--- src/sv/bmpd_pkg.sv ---
// Shared types and constants for the button multi-press detector.
`timescale 1ns / 1ps

package bmpd_pkg;

  localparam int unsigned TimeW   = 16;
  localparam int unsigned CodeW   = 2;
  localparam int unsigned CfgIdxW = 3;

  typedef logic [TimeW-1:0]   time_t;
  typedef logic [CfgIdxW-1:0] cfg_idx_t;

  typedef enum logic [CodeW-1:0] {
    EvtNone   = 2'd0,
    EvtSingle = 2'd1,
    EvtDouble = 2'd2,
    EvtTriple = 2'd3
  } evt_e;

  localparam cfg_idx_t CfgShortPress  = 3'd0;
  localparam cfg_idx_t CfgComboMin    = 3'd1;
  localparam cfg_idx_t CfgComboMax    = 3'd2;
  localparam cfg_idx_t CfgComboReport = 3'd3;

  localparam time_t ShortPressRst  = 16'd100;
  localparam time_t ComboMinRst    = 16'd100;
  localparam time_t ComboMaxRst    = 16'd500;
  localparam time_t ComboReportRst = 16'd1500;

  localparam logic [1:0] ComboFull = 2'd3;

  typedef struct packed {
    time_t short_press;
    time_t combo_min;
    time_t combo_max;
    time_t combo_report;
  } cfg_t;

endpackage

--- src/sv/bmpd_cfg.sv ---
// Configuration register file for the button multi-press detector.
`timescale 1ns / 1ps

module bmpd_cfg
  import bmpd_pkg::*;
(
  input  logic     clk_i,
  input  logic     rst_ni,
  input  logic     cfg_valid_i,
  output logic     cfg_ready_o,
  input  cfg_idx_t cfg_index_i,
  input  time_t    cfg_data_i,
  output cfg_t     cfg_o
);

  cfg_t cfg_q;

  assign cfg_ready_o = 1'b1;
  assign cfg_o       = cfg_q;

  always_ff @(posedge clk_i or negedge rst_ni) begin
    if (!rst_ni) begin
      cfg_q.short_press  <= ShortPressRst;
      cfg_q.combo_min    <= ComboMinRst;
      cfg_q.combo_max    <= ComboMaxRst;
      cfg_q.combo_report <= ComboReportRst;
    end else if (cfg_valid_i && cfg_ready_o) begin
      unique case (cfg_index_i)
        CfgShortPress:  cfg_q.short_press  <= cfg_data_i;
        CfgComboMin:    cfg_q.combo_min    <= cfg_data_i;
        CfgComboMax:    cfg_q.combo_max    <= cfg_data_i;
        CfgComboReport: cfg_q.combo_report <= cfg_data_i;
        default: ;
      endcase
    end
  end

endmodule

--- src/sv/bmpd_core.sv ---
// Press tracking state and event decision for one sample word.
`timescale 1ns / 1ps

module bmpd_core
  import bmpd_pkg::*;
(
  input  logic clk_i,
  input  logic rst_ni,
  input  logic step_i,
  input  time_t now_i,
  input  logic level_i,
  input  cfg_t cfg_i,
  output evt_e evt_o
);

  logic       prev_q, prev_d;
  logic       pend_q, pend_d;
  time_t      last_q, last_d;
  logic [1:0] combo_q, combo_d;
  time_t      elapsed;
  logic       fall, held, idle;

  assign elapsed = now_i - last_q;
  assign fall    = !level_i && prev_q;
  assign held    = !level_i && !prev_q;
  assign idle    = level_i && prev_q;

  always_comb begin
    prev_d  = level_i;
    pend_d  = pend_q;
    last_d  = last_q;
    combo_d = combo_q;
    evt_o   = EvtNone;
    if (fall) begin
      if (!pend_q) begin
        if ((elapsed < cfg_i.combo_max) && (elapsed > cfg_i.combo_min)) begin
          if (combo_q != ComboFull) combo_d = combo_q + 2'd1;
        end else begin
          combo_d = 2'd0;
        end
        last_d = now_i;
        pend_d = 1'b1;
      end
    end else if (held) begin
      if (pend_q && (elapsed > cfg_i.short_press)) begin
        evt_o  = EvtSingle;
        pend_d = 1'b0;
      end
    end else if (idle) begin
      if (elapsed > cfg_i.combo_report) begin
        if (combo_q == 2'd1) begin
          evt_o   = EvtDouble;
          combo_d = 2'd0;
        end else if (combo_q == 2'd2) begin
          evt_o   = EvtTriple;
          combo_d = 2'd0;
        end
      end
    end
  end

  always_ff @(posedge clk_i or negedge rst_ni) begin
    if (!rst_ni) begin
      prev_q  <= 1'b1;
      pend_q  <= 1'b0;
      last_q  <= '0;
      combo_q <= '0;
    end else if (step_i) begin
      prev_q  <= prev_d;
      pend_q  <= pend_d;
      last_q  <= last_d;
      combo_q <= combo_d;
    end
  end

endmodule

--- src/sv/button_multi_press_detector.sv ---
// Top level of the button multi-press detector: input register, core, result register.
`timescale 1ns / 1ps

// Takes one button sample word (16-bit ms timestamp, active-low level) per cycle and returns
// one event word per sample: 0 none, 1 single, 2 double, 3 triple press. A sample is
// registered on entry in the input register, evaluated by the core against the press state and
// the event lands in the output register; throughput is one word per cycle
// while the output side does not stall; a stall backs up through the two registers.
// Configuration writes complete in the cycle they are presented and should be issued only while
// no sample is in flight.
module button_multi_press_detector
  import bmpd_pkg::*;
(
  input  logic                clk_i,
  input  logic                rst_ni,
  input  logic                in_valid_i,
  output logic                in_stall_o,
  input  logic [TimeW-1:0]    now_ms_i,
  input  logic                button_level_i,
  output logic                out_valid_o,
  input  logic                out_stall_i,
  output logic [CodeW-1:0]    event_code_o,
  input  logic                cfg_valid_i,
  output logic                cfg_ready_o,
  input  logic [CfgIdxW-1:0]  cfg_index_i,
  input  logic [TimeW-1:0]    cfg_data_i
);

  cfg_t  cfg;
  evt_e  evt;
  logic  in_valid_q;
  time_t in_now_q;
  logic  in_level_q;
  logic  out_valid_q;
  evt_e  out_code_q;
  logic  step;
  logic  in_take;

  bmpd_cfg u_cfg (
    .clk_i       (clk_i),
    .rst_ni      (rst_ni),
    .cfg_valid_i (cfg_valid_i),
    .cfg_ready_o (cfg_ready_o),
    .cfg_index_i (cfg_index_i),
    .cfg_data_i  (cfg_data_i),
    .cfg_o       (cfg)
  );

  bmpd_core u_core (
    .clk_i   (clk_i),
    .rst_ni  (rst_ni),
    .step_i  (step),
    .now_i   (in_now_q),
    .level_i (in_level_q),
    .cfg_i   (cfg),
    .evt_o   (evt)
  );

  assign step         = in_valid_q && (!out_valid_q || !out_stall_i);
  assign in_stall_o   = in_valid_q && !step;
  assign in_take      = in_valid_i && !in_stall_o;
  assign out_valid_o  = out_valid_q;
  assign event_code_o = out_code_q;

  always_ff @(posedge clk_i or negedge rst_ni) begin
    if (!rst_ni) begin
      in_valid_q <= 1'b0;
    end else if (in_take) begin
      in_valid_q <= 1'b1;
    end else if (step) begin
      in_valid_q <= 1'b0;
    end
  end

  always_ff @(posedge clk_i) begin
    if (in_take) begin
      in_now_q   <= now_ms_i;
      in_level_q <= button_level_i;
    end
  end

  always_ff @(posedge clk_i or negedge rst_ni) begin
    if (!rst_ni) begin
      out_valid_q <= 1'b0;
    end else if (step) begin
      out_valid_q <= 1'b1;
    end else if (!out_stall_i) begin
      out_valid_q <= 1'b0;
    end
  end

  always_ff @(posedge clk_i) begin
    if (step) out_code_q <= evt;
  end

endmodule

--- config.mk ---
export PLATFORM = sky130hd
export DESIGN_NAME = button_multi_press_detector
export DESIGN_NICKNAME = d
export VERILOG_FILES = /design/src/sv/bmpd_pkg.sv /design/src/sv/bmpd_cfg.sv /design/src/sv/bmpd_core.sv /design/src/sv/button_multi_press_detector.sv
export SDC_FILE = /design/constraint.sdc
export NUM_CORES = 1
export LEC_CHECK = 0
export BUFFER_PORTS_ARGS = -buffer_cell sky130_fd_sc_hd__buf_2
export CORE_MARGIN = 2
export CORE_UTILIZATION = 28
export CTS_CLUSTER_SIZE = 28
export DETAILED_ROUTE_END_ITERATION = 7
export PLACE_DENSITY_LB_ADDON = 0.1
export SYNTH_ARGS = -nofsm -noshare
export SYNTH_HDL_FRONTEND = slang
export SYNTH_SLANG_ARGS = --single-unit
--- constraint.sdc ---
create_clock -name clk_i -period 4.55 [get_ports clk_i]
set_clock_uncertainty 0.2 [all_clocks]
set_input_delay 0.91 -clock clk_i [delete_from_list [all_inputs] [get_ports clk_i]]
set_output_delay 0.91 -clock clk_i [all_outputs]
set_load 0.01 [all_outputs]
==> flow_metrics.py, run 1 <==
metrics = {
    "clock_tree": {
        "cts_hold_buf": 0,
        "cts_root_buffer": "clkbuf_16",
        "cts_max_level": 3,
        "cts_tree": "yes",
        "insertion_delay_ps": 370,
        "cts_sinks": 105,
        "clockBufferDepth": 2,
        "clk_pin_slew_ps": 80,
        "numCtsBuffers": 9,
    },
    "drt": {
        "drt_iter0_drc": 112,
        "antenna_left": 0,
        "firstDrtPassIters": 4,
        "post_drt_wl_per_cell_um": 15.7,
        "viasPerCell": 4.66,
        "wl_mm": 15.0,
        "drc_errors": 0,
        "num_vias": 4470,
    },
    "power": {
        "leakage_nw": 3.19,
        "ir_drop_mv": 0.239,
        "cellPowerDensity_nw_per_um2": 708,
    },
    "logic_synthesis": {
        "yosysSeqAreaShare_pct": 44.7,
        "ys.flop_type": "dfrtp_1",
        "synth_seq_cells": 105,
        "synth_top_family_by_area": "adder cells",
        "synth_edf_count": 19,
        "async_flop_share_pct": 81.9,
        "netlist_area_sq_um": 6150,
        "avgSynthCellArea_sq_um": 9.79,
        "synth-xor-area-share_pct": 1.71,
        "synth_cell_types": 54,
        "synth_fp_nets": 750,
        "syn_inst": 628,
        "synth.mux.area_fraction_pct": 3.85,
        "synth_simple_gate_area_share_pct": 12.2,
        "synthAdderAreaFrac_pct": 16.6,
        "yosys_warnings": 0,
        "synth-compound-area-share_pct": 14.8,
    },
    "worst_setup_path": {
        "worstPathArrival_ps": 4230,
        "r2r_slack_ps": 420,
        "critical_path.endpoint_type": "flip-flop",
        "r2r_start": "in_now_q[7]",
        "start_kind": "flip-flop",
        "cp.required_ps": 4650,
        "critPathMaxFanout": 4,
        "critPathKind": "flip-flop to flip-flop",
        "ff2ff_path_depth": 12,
        "r2r-end": "u_core.combo_q[1]",
    },
    "sta": {
        "max_slew_margin_pct": 22.4,
        "fmax_ghz": 0.242,
        "worst_pin_slew_ps": 1160,
        "setup_viol": 0,
        "rsz0062_at_grt": "false",
        "fin_crit_sh_pct": 90.8,
        "worst_hold_slack_ps": 291,
        "hold_violations": 0,
        "slew_violations": 0,
        "finalSetupTns_ps": 0,
        "period_needed_ps": 4130,
    },
    "outcome": {
        "outcome": "complete, no violations",
    },
    "floorplan": {
        "initial_core_util_pct": 28.4,
        "core_area_sq_um": 21700,
        "fp.dieH_um": 152,
        "num_rows": 54,
        "design.portCount": 46,
        "fp.dieW_um": 152,
        "die-area_sq_um": 23200,
    },
    "grt": {
        "grt_pass1_wl_mm": 24.8,
        "antenna_found_initial": 0,
        "track_usage_pct": 13.6,
        "grt_overflow_total": 0,
        "first_global_vias": 4580,
        "grt_max_degree": 71,
    },
    "worst_hold_path": {
        "hold_end": "out_valid_o",
        "hold_path.class": "flip-flop to flip-flop",
        "hold_start": "in_valid_q",
        "min_path_cells": 1,
    },
    "finish": {
        "post-route-util_pct": 32.6,
        "final_cell_mix": "inv_1 (84), nand2_1 (81), ha_1 (80)",
        "layout.nets": 797,
        "final_common_cell": "inv_1",
        "area_growth_pct": 14.8,
        "final_area_sq_um": 7060,
        "fin_cells": 960,
        "drive_above_1_share_pct": 17.5,
        "diodes": 0,
    },
    "placed_design": {
        "dp_cells": 944,
        "place_hpwl_mm": 11.6,
        "portBuffers": 44,
        "gp_congestion": 0.773,
        "dpl_cell_area_sq_um": 6730,
    },
    "job": {
        "cap_violations": 0,
    },
}
what timing repair did:
| item | in CTS | in global routing |
|---|---|---|
| gates resized for setup | 0 | 3 |
| setup endpoints to repair | 0 | 3 |
| endpoints found under the hold margin | 0 | 0 |
| setup buffers | 0 | 0 |
flip-flops by register name, indices dropped and copies added, names as in the netlist:
name and count:
in_now_q 16, u_cfg.cfg_o 64, u_core.pend_q 1, u_core.last_q 16
event_code_o 2, in_valid_q 1, in_level_q 1, u_core.prev_q 1
u_core.combo_q 2, out_valid_o 1
kinds of logic after synthesis:
family,Yosys count
muxes,21
buffers and inverters,99
xor gates and xnor gates,12
and+or+nand+nor,160
DFF,105
AOI/OAI and AO/OA,149
adders and majority gates,81
other,1
critical path: stages (launching register included):
cell	delay, ps
edfxtp_1	410
ha_1	380
or4_1	520
a31o_1	260
a2111o_1	410
o211ai_1	240
ha_1	340
a21o_1	160
a21o_1	170
a221o_1	360
a311oi_1	330
o2111ai_1	180
nand3_1	110
report_power, final:
group	switching, mW	leakage, nW	internal (mW)
combinational	1.71	1.84	1.16
sequential	0.0888	1.19	1.20
clock	0.394	0.150	0.440
layout make-up:
| type | instances | area [sq um] |
|---|---|---|
| inverter | 84 | 315 |
| fill | 2251 | 14600 |
| tap | 280 | 350 |
| multi-input combinational | 424 | 3060 |
| sequential | 105 | 2750 |
| clock buffer | 9 | 225 |
| clock inverter | 7 | 86.3 |
| timing repair buffer | 51 | 275 |
per-layer routing:
metal | global-route usage (%) | wire length [um]
met2 | 22.4 | 7020
met1 | 18.7 | 7300
met5 | 0 | 0
met4 | 3.16 | 146
met3 | 2.65 | 576
cells in the mapped netlist, types with 2 or more instances:
cell / n / area, sq um
inv_1: 84 / 315
nand2_1: 81 / 304
ha_1: 80 / 1000
o21ai_0: 76 / 380
dfrtp_1: 66 / 1650
a21oi_1: 25 / 125
mux2_2: 21 / 236
dfstp_2: 20 / 526
edfxtp_1: 19 / 571
nor2_1: 15 / 56.3
nand3_1: 14 / 70.1
clkbuf_1: 12 / 45.0
nand4_1: 10 / 62.6
nor3_1: 10 / 50.1
a21o_1: 9 / 67.6
xnor2_1: 8 / 70.1
o211ai_1: 7 / 52.6
nor2b_1: 6 / 37.5
a2111oi_0: 4 / 35.0
nor4_1: 4 / 25.0
o21a_1: 4 / 30.0
xor2_1: 4 / 35.0
and3_1: 3 / 18.8
nand2b_1: 3 / 18.8
o21bai_1: 3 / 22.5
or4_1: 3 / 22.5
a2111o_1: 2 / 22.5
a211oi_1: 2 / 15.0
a221o_1: 2 / 20.0
a311oi_1: 2 / 17.5
buf_2: 2 / 10.0
nand3b_1: 2 / 15.0
nor3b_1: 2 / 15.0
o2111ai_1: 2 / 17.5
or3_1: 2 / 12.5
metrics by stage:
step	worst slack [ps]	total power, mW
CTS	219	5.06
global placement	381	4.16
global route	63.9	5.56
finish	418	5.00
floorplan	591	3.30
detailed placement	265	4.18
worst max path at each step:
| stage | start | end | slack, ps | depth (start not counted) |
|---|---|---|---|---|
| 2_1_floorplan | u_core.last_q[0] | event_code_o[0] | 590 | 15 |
| 3_3_place_gp | in_now_q[0] | event_code_o[0] | 380 | 17 |
| 3_5_place_dp | in_now_q[0] | u_core.combo_q[1] | 270 | 16 |
| 4_1_cts | in_now_q[0] | u_core.combo_q[1] | 220 | 16 |
| 5_1_grt | in_now_q[0] | u_core.combo_q[1] | 60 | 16 |
| 6_report | in_now_q[7] | u_core.combo_q[1] | 420 | 12 |
Note: power is estimated with default switching activity, not from simulation.
==> run 2: changes to the inputs <==
--- a/config.mk
+++ b/config.mk
@@ -11,6 +11,8 @@
 export CTS_CLUSTER_SIZE = 28
 export DETAILED_ROUTE_END_ITERATION = 7
 export PLACE_DENSITY_LB_ADDON = 0.1
+export REMOVE_ABC_BUFFERS = 1
+export SLEW_MARGIN = 0
 export SYNTH_ARGS = -nofsm -noshare
 export SYNTH_HDL_FRONTEND = slang
 export SYNTH_SLANG_ARGS = --single-unit
==> run 2 against run 1 <==
Net effect: first-iteration DRC count is 65% higher; global-route usage hardly changed; worst setup slack worse by 83 ps; clock power is 7.8% higher; sequential power hardly changed; register-to-register slack worse by 80 ps; critical path depth is 3 higher; critical path type unchanged; critical endpoint is now u_core.combo_q[0]; largest cell class unchanged; largest power group unchanged.
==> flow_metrics.py, run 2 (synthesis gave the netlist of run 1 again) <==
metrics = {
    "outcome": {
        "outcome": "complete, no violations",
    },
    "sta": {
        "slew_violations": 0,
        "finalSetupTns_ps": 0,
        "max_slew_margin_pct": 38.7,
        "setup_viol": 0,
        "hold_violations": 0,
        "fin_crit_sh_pct": 92.6,
        "worst_hold_slack_ps": 280,
        "worst_pin_slew_ps": 919,
        "fmax_ghz": 0.237,
        "period_needed_ps": 4220,
        "rsz0062_at_grt": "false",
    },
    "power": {
        "switchingPower_mw": 2.14,
        "power.internal_mw": 2.88,
        "power_frac_seq_pct": 25.8,
        "p_comb_share_pct": 56.3,
        "clkPwrFrac_pct": 17.9,
        "netSwitchingFraction_pct": 42.6,
        "ir_drop_mv": 0.245,
        "cellPowerDensity_nw_per_um2": 710,
        "leakage_nw": 3.18,
    },
    "finish": {
        "final_common_cell": "inv_1",
        "diodes": 0,
        "final_area_sq_um": 7070,
        "final_cell_mix": "inv_1 (84), nand2_1 (81), ha_1 (80)",
        "drive_above_1_share_pct": 16.9,
        "layout.nets": 797,
        "area_growth_pct": 15.0,
        "largest_register_ff_count": 64,
    },
    "worst_setup_path": {
        "cp.required_ps": 4640,
        "critical_path.top_delay_family": "compound AO/OA/AOI/OAI gates",
        "critPathKind": "flip-flop to flip-flop",
        "crit_slowest_cell": "fa_1",
        "cp_num_buf_inv": 0,
        "max_stage_delay_ps": 410,
        "worstPathArrival_ps": 4300,
        "worstPathCellList": "ha_1, fa_1, nor2b_1, o31a_1, nor2b_2, o311ai_2, a311oi_1, xnor2_1, ha_1, nand4_1, nor4_1, o21ai_0, a311oi_1, o2111ai_1, nand3_1",
        "critical_path.endpoint_type": "flip-flop",
        "start_kind": "flip-flop",
        "critPathMaxFanout": 4,
    },
    "placed_design": {
        "portBuffers": 44,
        "place_hpwl_mm": 11.7,
        "dpl_cell_area_sq_um": 6730,
        "gp_congestion": 0.791,
    },
    "grt": {
        "grt_overflow_total": 0,
        "track_usage_pct": 13.6,
        "first_global_vias": 4598,
        "antenna_found_initial": 0,
        "grt_pass1_wl_mm": 24.7,
        "grt_max_degree": 69,
    },
    "floorplan": {
        "initial_core_util_pct": 28.4,
        "fp.dieH_um": 152,
        "core_area_sq_um": 21700,
        "num_rows": 54,
        "design.portCount": 46,
        "fp.dieW_um": 152,
        "die-area_sq_um": 23200,
    },
    "clock_tree": {
        "clockBufferDepth": 2,
        "clk_pin_slew_ps": 70,
        "numCtsBuffers": 9,
        "cts_root_buffer": "clkbuf_16",
        "cts_max_level": 3,
        "insertion_delay_ps": 360,
        "post_cts_buffers": 0,
        "cts_tree": "yes",
        "cts_hold_buf": 0,
        "cts_sinks": 105,
        "cts-resized-gates": 0,
    },
    "drt": {
        "num_vias": 4455,
        "post_drt_wl_per_cell_um": 15.7,
        "wl_mm": 15.1,
        "drc_errors": 0,
        "viasPerCell": 4.64,
        "antenna_left": 0,
        "drt_iter0_drc": 185,
        "firstDrtPassIters": 4,
    },
    "job": {
        "cap_violations": 0,
    },
    "worst_hold_path": {
        "hold_path.class": "flip-flop to flip-flop",
    },
}
-- run 2: metrics by stage --
step | cells | utilization, % | setup slack (ps) | power [mW]
floorplan | 613 | - | 591 | 3.30
global placement | 944 | 31.0 | 382 | 4.14
detailed placement | 944 | 31.0 | 303 | 4.17
CTS | 960 | 32.6 | 274 | 5.10
global route | 960 | 32.6 | 2.27 | 5.56
finish | 960 | 32.6 | 335 | 5.02
-- run 2: cell type report --
class	instances	area [sq um]
Clock buffer	11	233
Inverter	84	315
Fill cell	2229	14600
Clock inverter	5	105
Multi-Input combinational cell	424	3050
Sequential cell	105	2750
Tap cell	280	350
Timing Repair Buffer	51	275
-- run 2: path summary, 6_finish.rpt --
kind	startpoint	end	slack [ps]	cells after the start
min	in_valid_q	out_valid_o	280	1
max	u_core.last_q[0]	u_core.combo_q[0]	330	15
max in group asynchronous	rst_ni	u_cfg.cfg_o[10]	2780	2
min in group asynchronous	rst_ni	u_cfg.cfg_o[5]	500	1
max reg2reg	u_core.last_q[0]	u_core.combo_q[0]	330	15
min reg2reg	in_valid_q	out_valid_o	280	1
-- run 2: per-layer routing --
metal	vias to the layer above	global-route usage, %	part of all wire, %
met3	20	2.59	2.5
met4	0	4.45	1.9
met2	61	21.3	45
li1	2286	-	-
met5	-	0	0
met1	2088	19.0	51
-- run 2: power by group through the flow --
stage | sequential (mW) | clock (mW) | combinational, mW
2_1_floorplan | 1.29 | 0 | 2.01
3_3_place_gp | 1.31 | 0 | 2.83
3_5_place_dp | 1.31 | 0 | 2.85
4_1_cts | 1.30 | 0.932 | 2.87
5_1_grt | 1.32 | 0.960 | 3.28
6_report | 1.30 | 0.899 | 2.82
==> run 3: changes to the inputs <==
--- a/config.mk
+++ b/config.mk
@@ -5,9 +5,10 @@
 export SDC_FILE = /design/constraint.sdc
 export NUM_CORES = 1
 export LEC_CHECK = 0
-export BUFFER_PORTS_ARGS = -buffer_cell sky130_fd_sc_hd__buf_2
+export BUFFER_PORTS_ARGS = -buffer_cell sky130_fd_sc_hd__clkbuf_2
 export CORE_MARGIN = 2
 export CORE_UTILIZATION = 28
+export CTS_BUF_LIST = sky130_fd_sc_hd__clkbuf_4
 export CTS_CLUSTER_SIZE = 28
 export DETAILED_ROUTE_END_ITERATION = 7
 export PLACE_DENSITY_LB_ADDON = 0.1
==> run 3 against run 2 <==
Net effect: first-iteration DRC count down 11%; die area stayed put; global-route usage is 0.14 points higher; sequential share of layout area increased by 1.2 points; non-clock buffer count did not move; via count up 1.8%; sequential power is essentially flat; worst setup slack worse by 4.4 ps; total power down 8.0%; register-to-register slack about the same; worst hold slack better by 18 ps; largest cell class unchanged; largest power group unchanged.
==> flow_metrics.py, run 3 (synthesis gave the netlist of run 1 again) <==
metrics = {
    "finish": {
        "drive_above_1_share_pct": 17.2,
        "fin_cells": 961,
        "layout.nets": 797,
        "area_growth_pct": 11.6,
        "largest_register_ff_count": 64,
        "final_common_cell": "inv_1",
        "final_cell_mix": "inv_1 (84), nand2_1 (81), ha_1 (80)",
    },
    "worst_setup_path": {
        "cp.required_ps": 4780,
        "start_kind": "flip-flop",
        "critPathKind": "flip-flop to flip-flop",
        "worstPathCellList": "ha_1, fa_1, nor2b_1, o31a_1, nor2b_2, o311ai_2, a311oi_1, xnor2_2, ha_1, nand4_1, nor4_1, o21ai_0, a311oi_1, o2111ai_1, nand3_1",
        "path_depth": 15,
        "cp_num_buf_inv": 0,
        "crit_slowest_cell": "dfrtp_1",
        "critical_path.endpoint_type": "flip-flop",
        "worstPathArrival_ps": 4450,
        "max_stage_delay_ps": 430,
        "critPathMaxFanout": 4,
        "ff2ff_path_depth": 15,
        "critical_path.top_delay_family": "compound AO/OA/AOI/OAI gates",
    },
    "grt": {
        "use_met3_pct": 2.59,
        "grt_overflow_total": 0,
        "met2_usage_pct": 22.0,
        "met1_usage_pct": 19.0,
        "first_global_vias": 4750,
        "track_usage_pct": 13.8,
        "busiest_layer": "met2",
        "grt_max_degree": 73,
        "antenna_found_initial": 1,
        "grt_pass1_wl_mm": 25.1,
    },
    "clock_tree": {
        "numCtsBuffers": 9,
        "cts_tree": "yes",
        "clockBufferDepth": 2,
        "cts_sinks": 105,
        "clk_pin_slew_ps": 180,
        "cts_hold_buf": 0,
        "cts_root_buffer": "clkbuf_4",
        "cts-resized-gates": 0,
        "insertion_delay_ps": 500,
        "cts_max_level": 3,
        "post_cts_buffers": 0,
    },
    "drt": {
        "post_drt_wl_per_cell_um": 15.7,
        "drt_iter0_drc": 164,
        "firstDrtPassIters": 5,
        "drc_errors": 0,
        "viasPerCell": 4.72,
        "wl_mm": 15.1,
        "antenna_left": 0,
        "num_vias": 4536,
    },
    "power": {
        "ir_drop_mv": 0.193,
        "cellPowerDensity_nw_per_um2": 673,
        "leakage_nw": 3.10,
        "finalPower_mw": 4.62,
    },
    "sta": {
        "worst_pin_slew_ps": 949,
        "fmax_ghz": 0.237,
        "setup_viol": 0,
        "rsz0062_at_grt": "false",
        "period_needed_ps": 4220,
        "max_slew_margin_pct": 36.7,
        "fin_crit_sh_pct": 92.7,
        "slew_violations": 0,
        "finalSetupTns_ps": 0,
        "hold_violations": 0,
    },
    "placed_design": {
        "place_hpwl_mm": 11.7,
        "gp_congestion": 0.808,
        "portBuffers": 44,
        "dp_cells": 944,
    },
    "floorplan": {
        "num_rows": 54,
        "fp.dieH_um": 152,
        "fp.dieW_um": 152,
        "design.portCount": 46,
        "die-area_sq_um": 23200,
        "core_area_sq_um": 21700,
        "initial_core_util_pct": 28.4,
    },
    "worst_hold_path": {
        "hold_path.class": "flip-flop to flip-flop",
        "min_path_cells": 1,
    },
    "outcome": {
        "outcome": "complete, no violations",
    },
    "job": {
        "cap_violations": 0,
    },
}
-- run 3: cell types whose count changed in the layout (fill, tap and decap cells not counted), sizes merged --
cell,delta
buf,-43
clkbuf,+43
bufinv,-3
inv,+2
clkinv,+1
diode,+1
-- run 3: power by group --
| group | internal [mW] | switching (mW) |
|---|---|---|
| registers | 1.20 | 0.0902 |
| clock network | 0.130 | 0.327 |
| logic | 1.15 | 1.72 |
| total | 2.48 | 2.14 |
-- run 3: final timing paths --
path	to	startpoint	slack, ps
max in group asynchronous	u_cfg.cfg_o[34]	rst_ni	2950
min reg2reg	out_valid_o	in_valid_q	300
max reg2reg	u_core.combo_q[1]	u_core.last_q[0]	330
min in group asynchronous	u_cfg.cfg_o[5]	rst_ni	360
max	u_core.combo_q[1]	u_core.last_q[0]	330
min	out_valid_o	in_valid_q	300
-- run 3: final cells by class --
type / count / area, sq um
antenna: 1 / 2.50
clock buffer: 11 / 82.6
clock inverter: 5 / 41.3
fill: 2271 / 14800
inverter: 84 / 315
multi-input combinational: 424 / 3050
sequential: 105 / 2750
tap: 280 / 350
timing repair buffer: 51 / 275
-- run 3: through the flow --
stage / cell area (sq um) / setup slack, ps / utilization [%] / hold WS (ps)
after floorplan: 6090 / 591 / - / 243
after global placement: 6730 / 405 / 31.0 / 251
after detailed placement: 6730 / 329 / 31.0 / 273
after CTS: 6850 / 259 / 31.6 / 291
after global routing: 6860 / 5.84 / 31.6 / 291
final: 6860 / 331 / 31.6 / 298
-- run 3: routing by layer --
| metal | wire [um] | up-vias |
|---|---|---|
| met5 | 0 | - |
| met1 | 7630 | 2149 |
| li1 | - | 2287 |
| met3 | 450 | 16 |
| met4 | 238 | 0 |
| met2 | 6780 | 84 |
-- run 3: worst register-to-register path, cell delays in order (launching register included) --
cell	delay (ps)
dfrtp_1	430
ha_1	220
fa_1	400
nor2b_1	160
o31a_1	190
nor2b_2	70
o311ai_2	360
a311oi_1	200
xnor2_2	210
ha_1	340
nand4_1	170
nor4_1	410
o21ai_0	190
a311oi_1	340
o2111ai_1	170
nand3_1	100
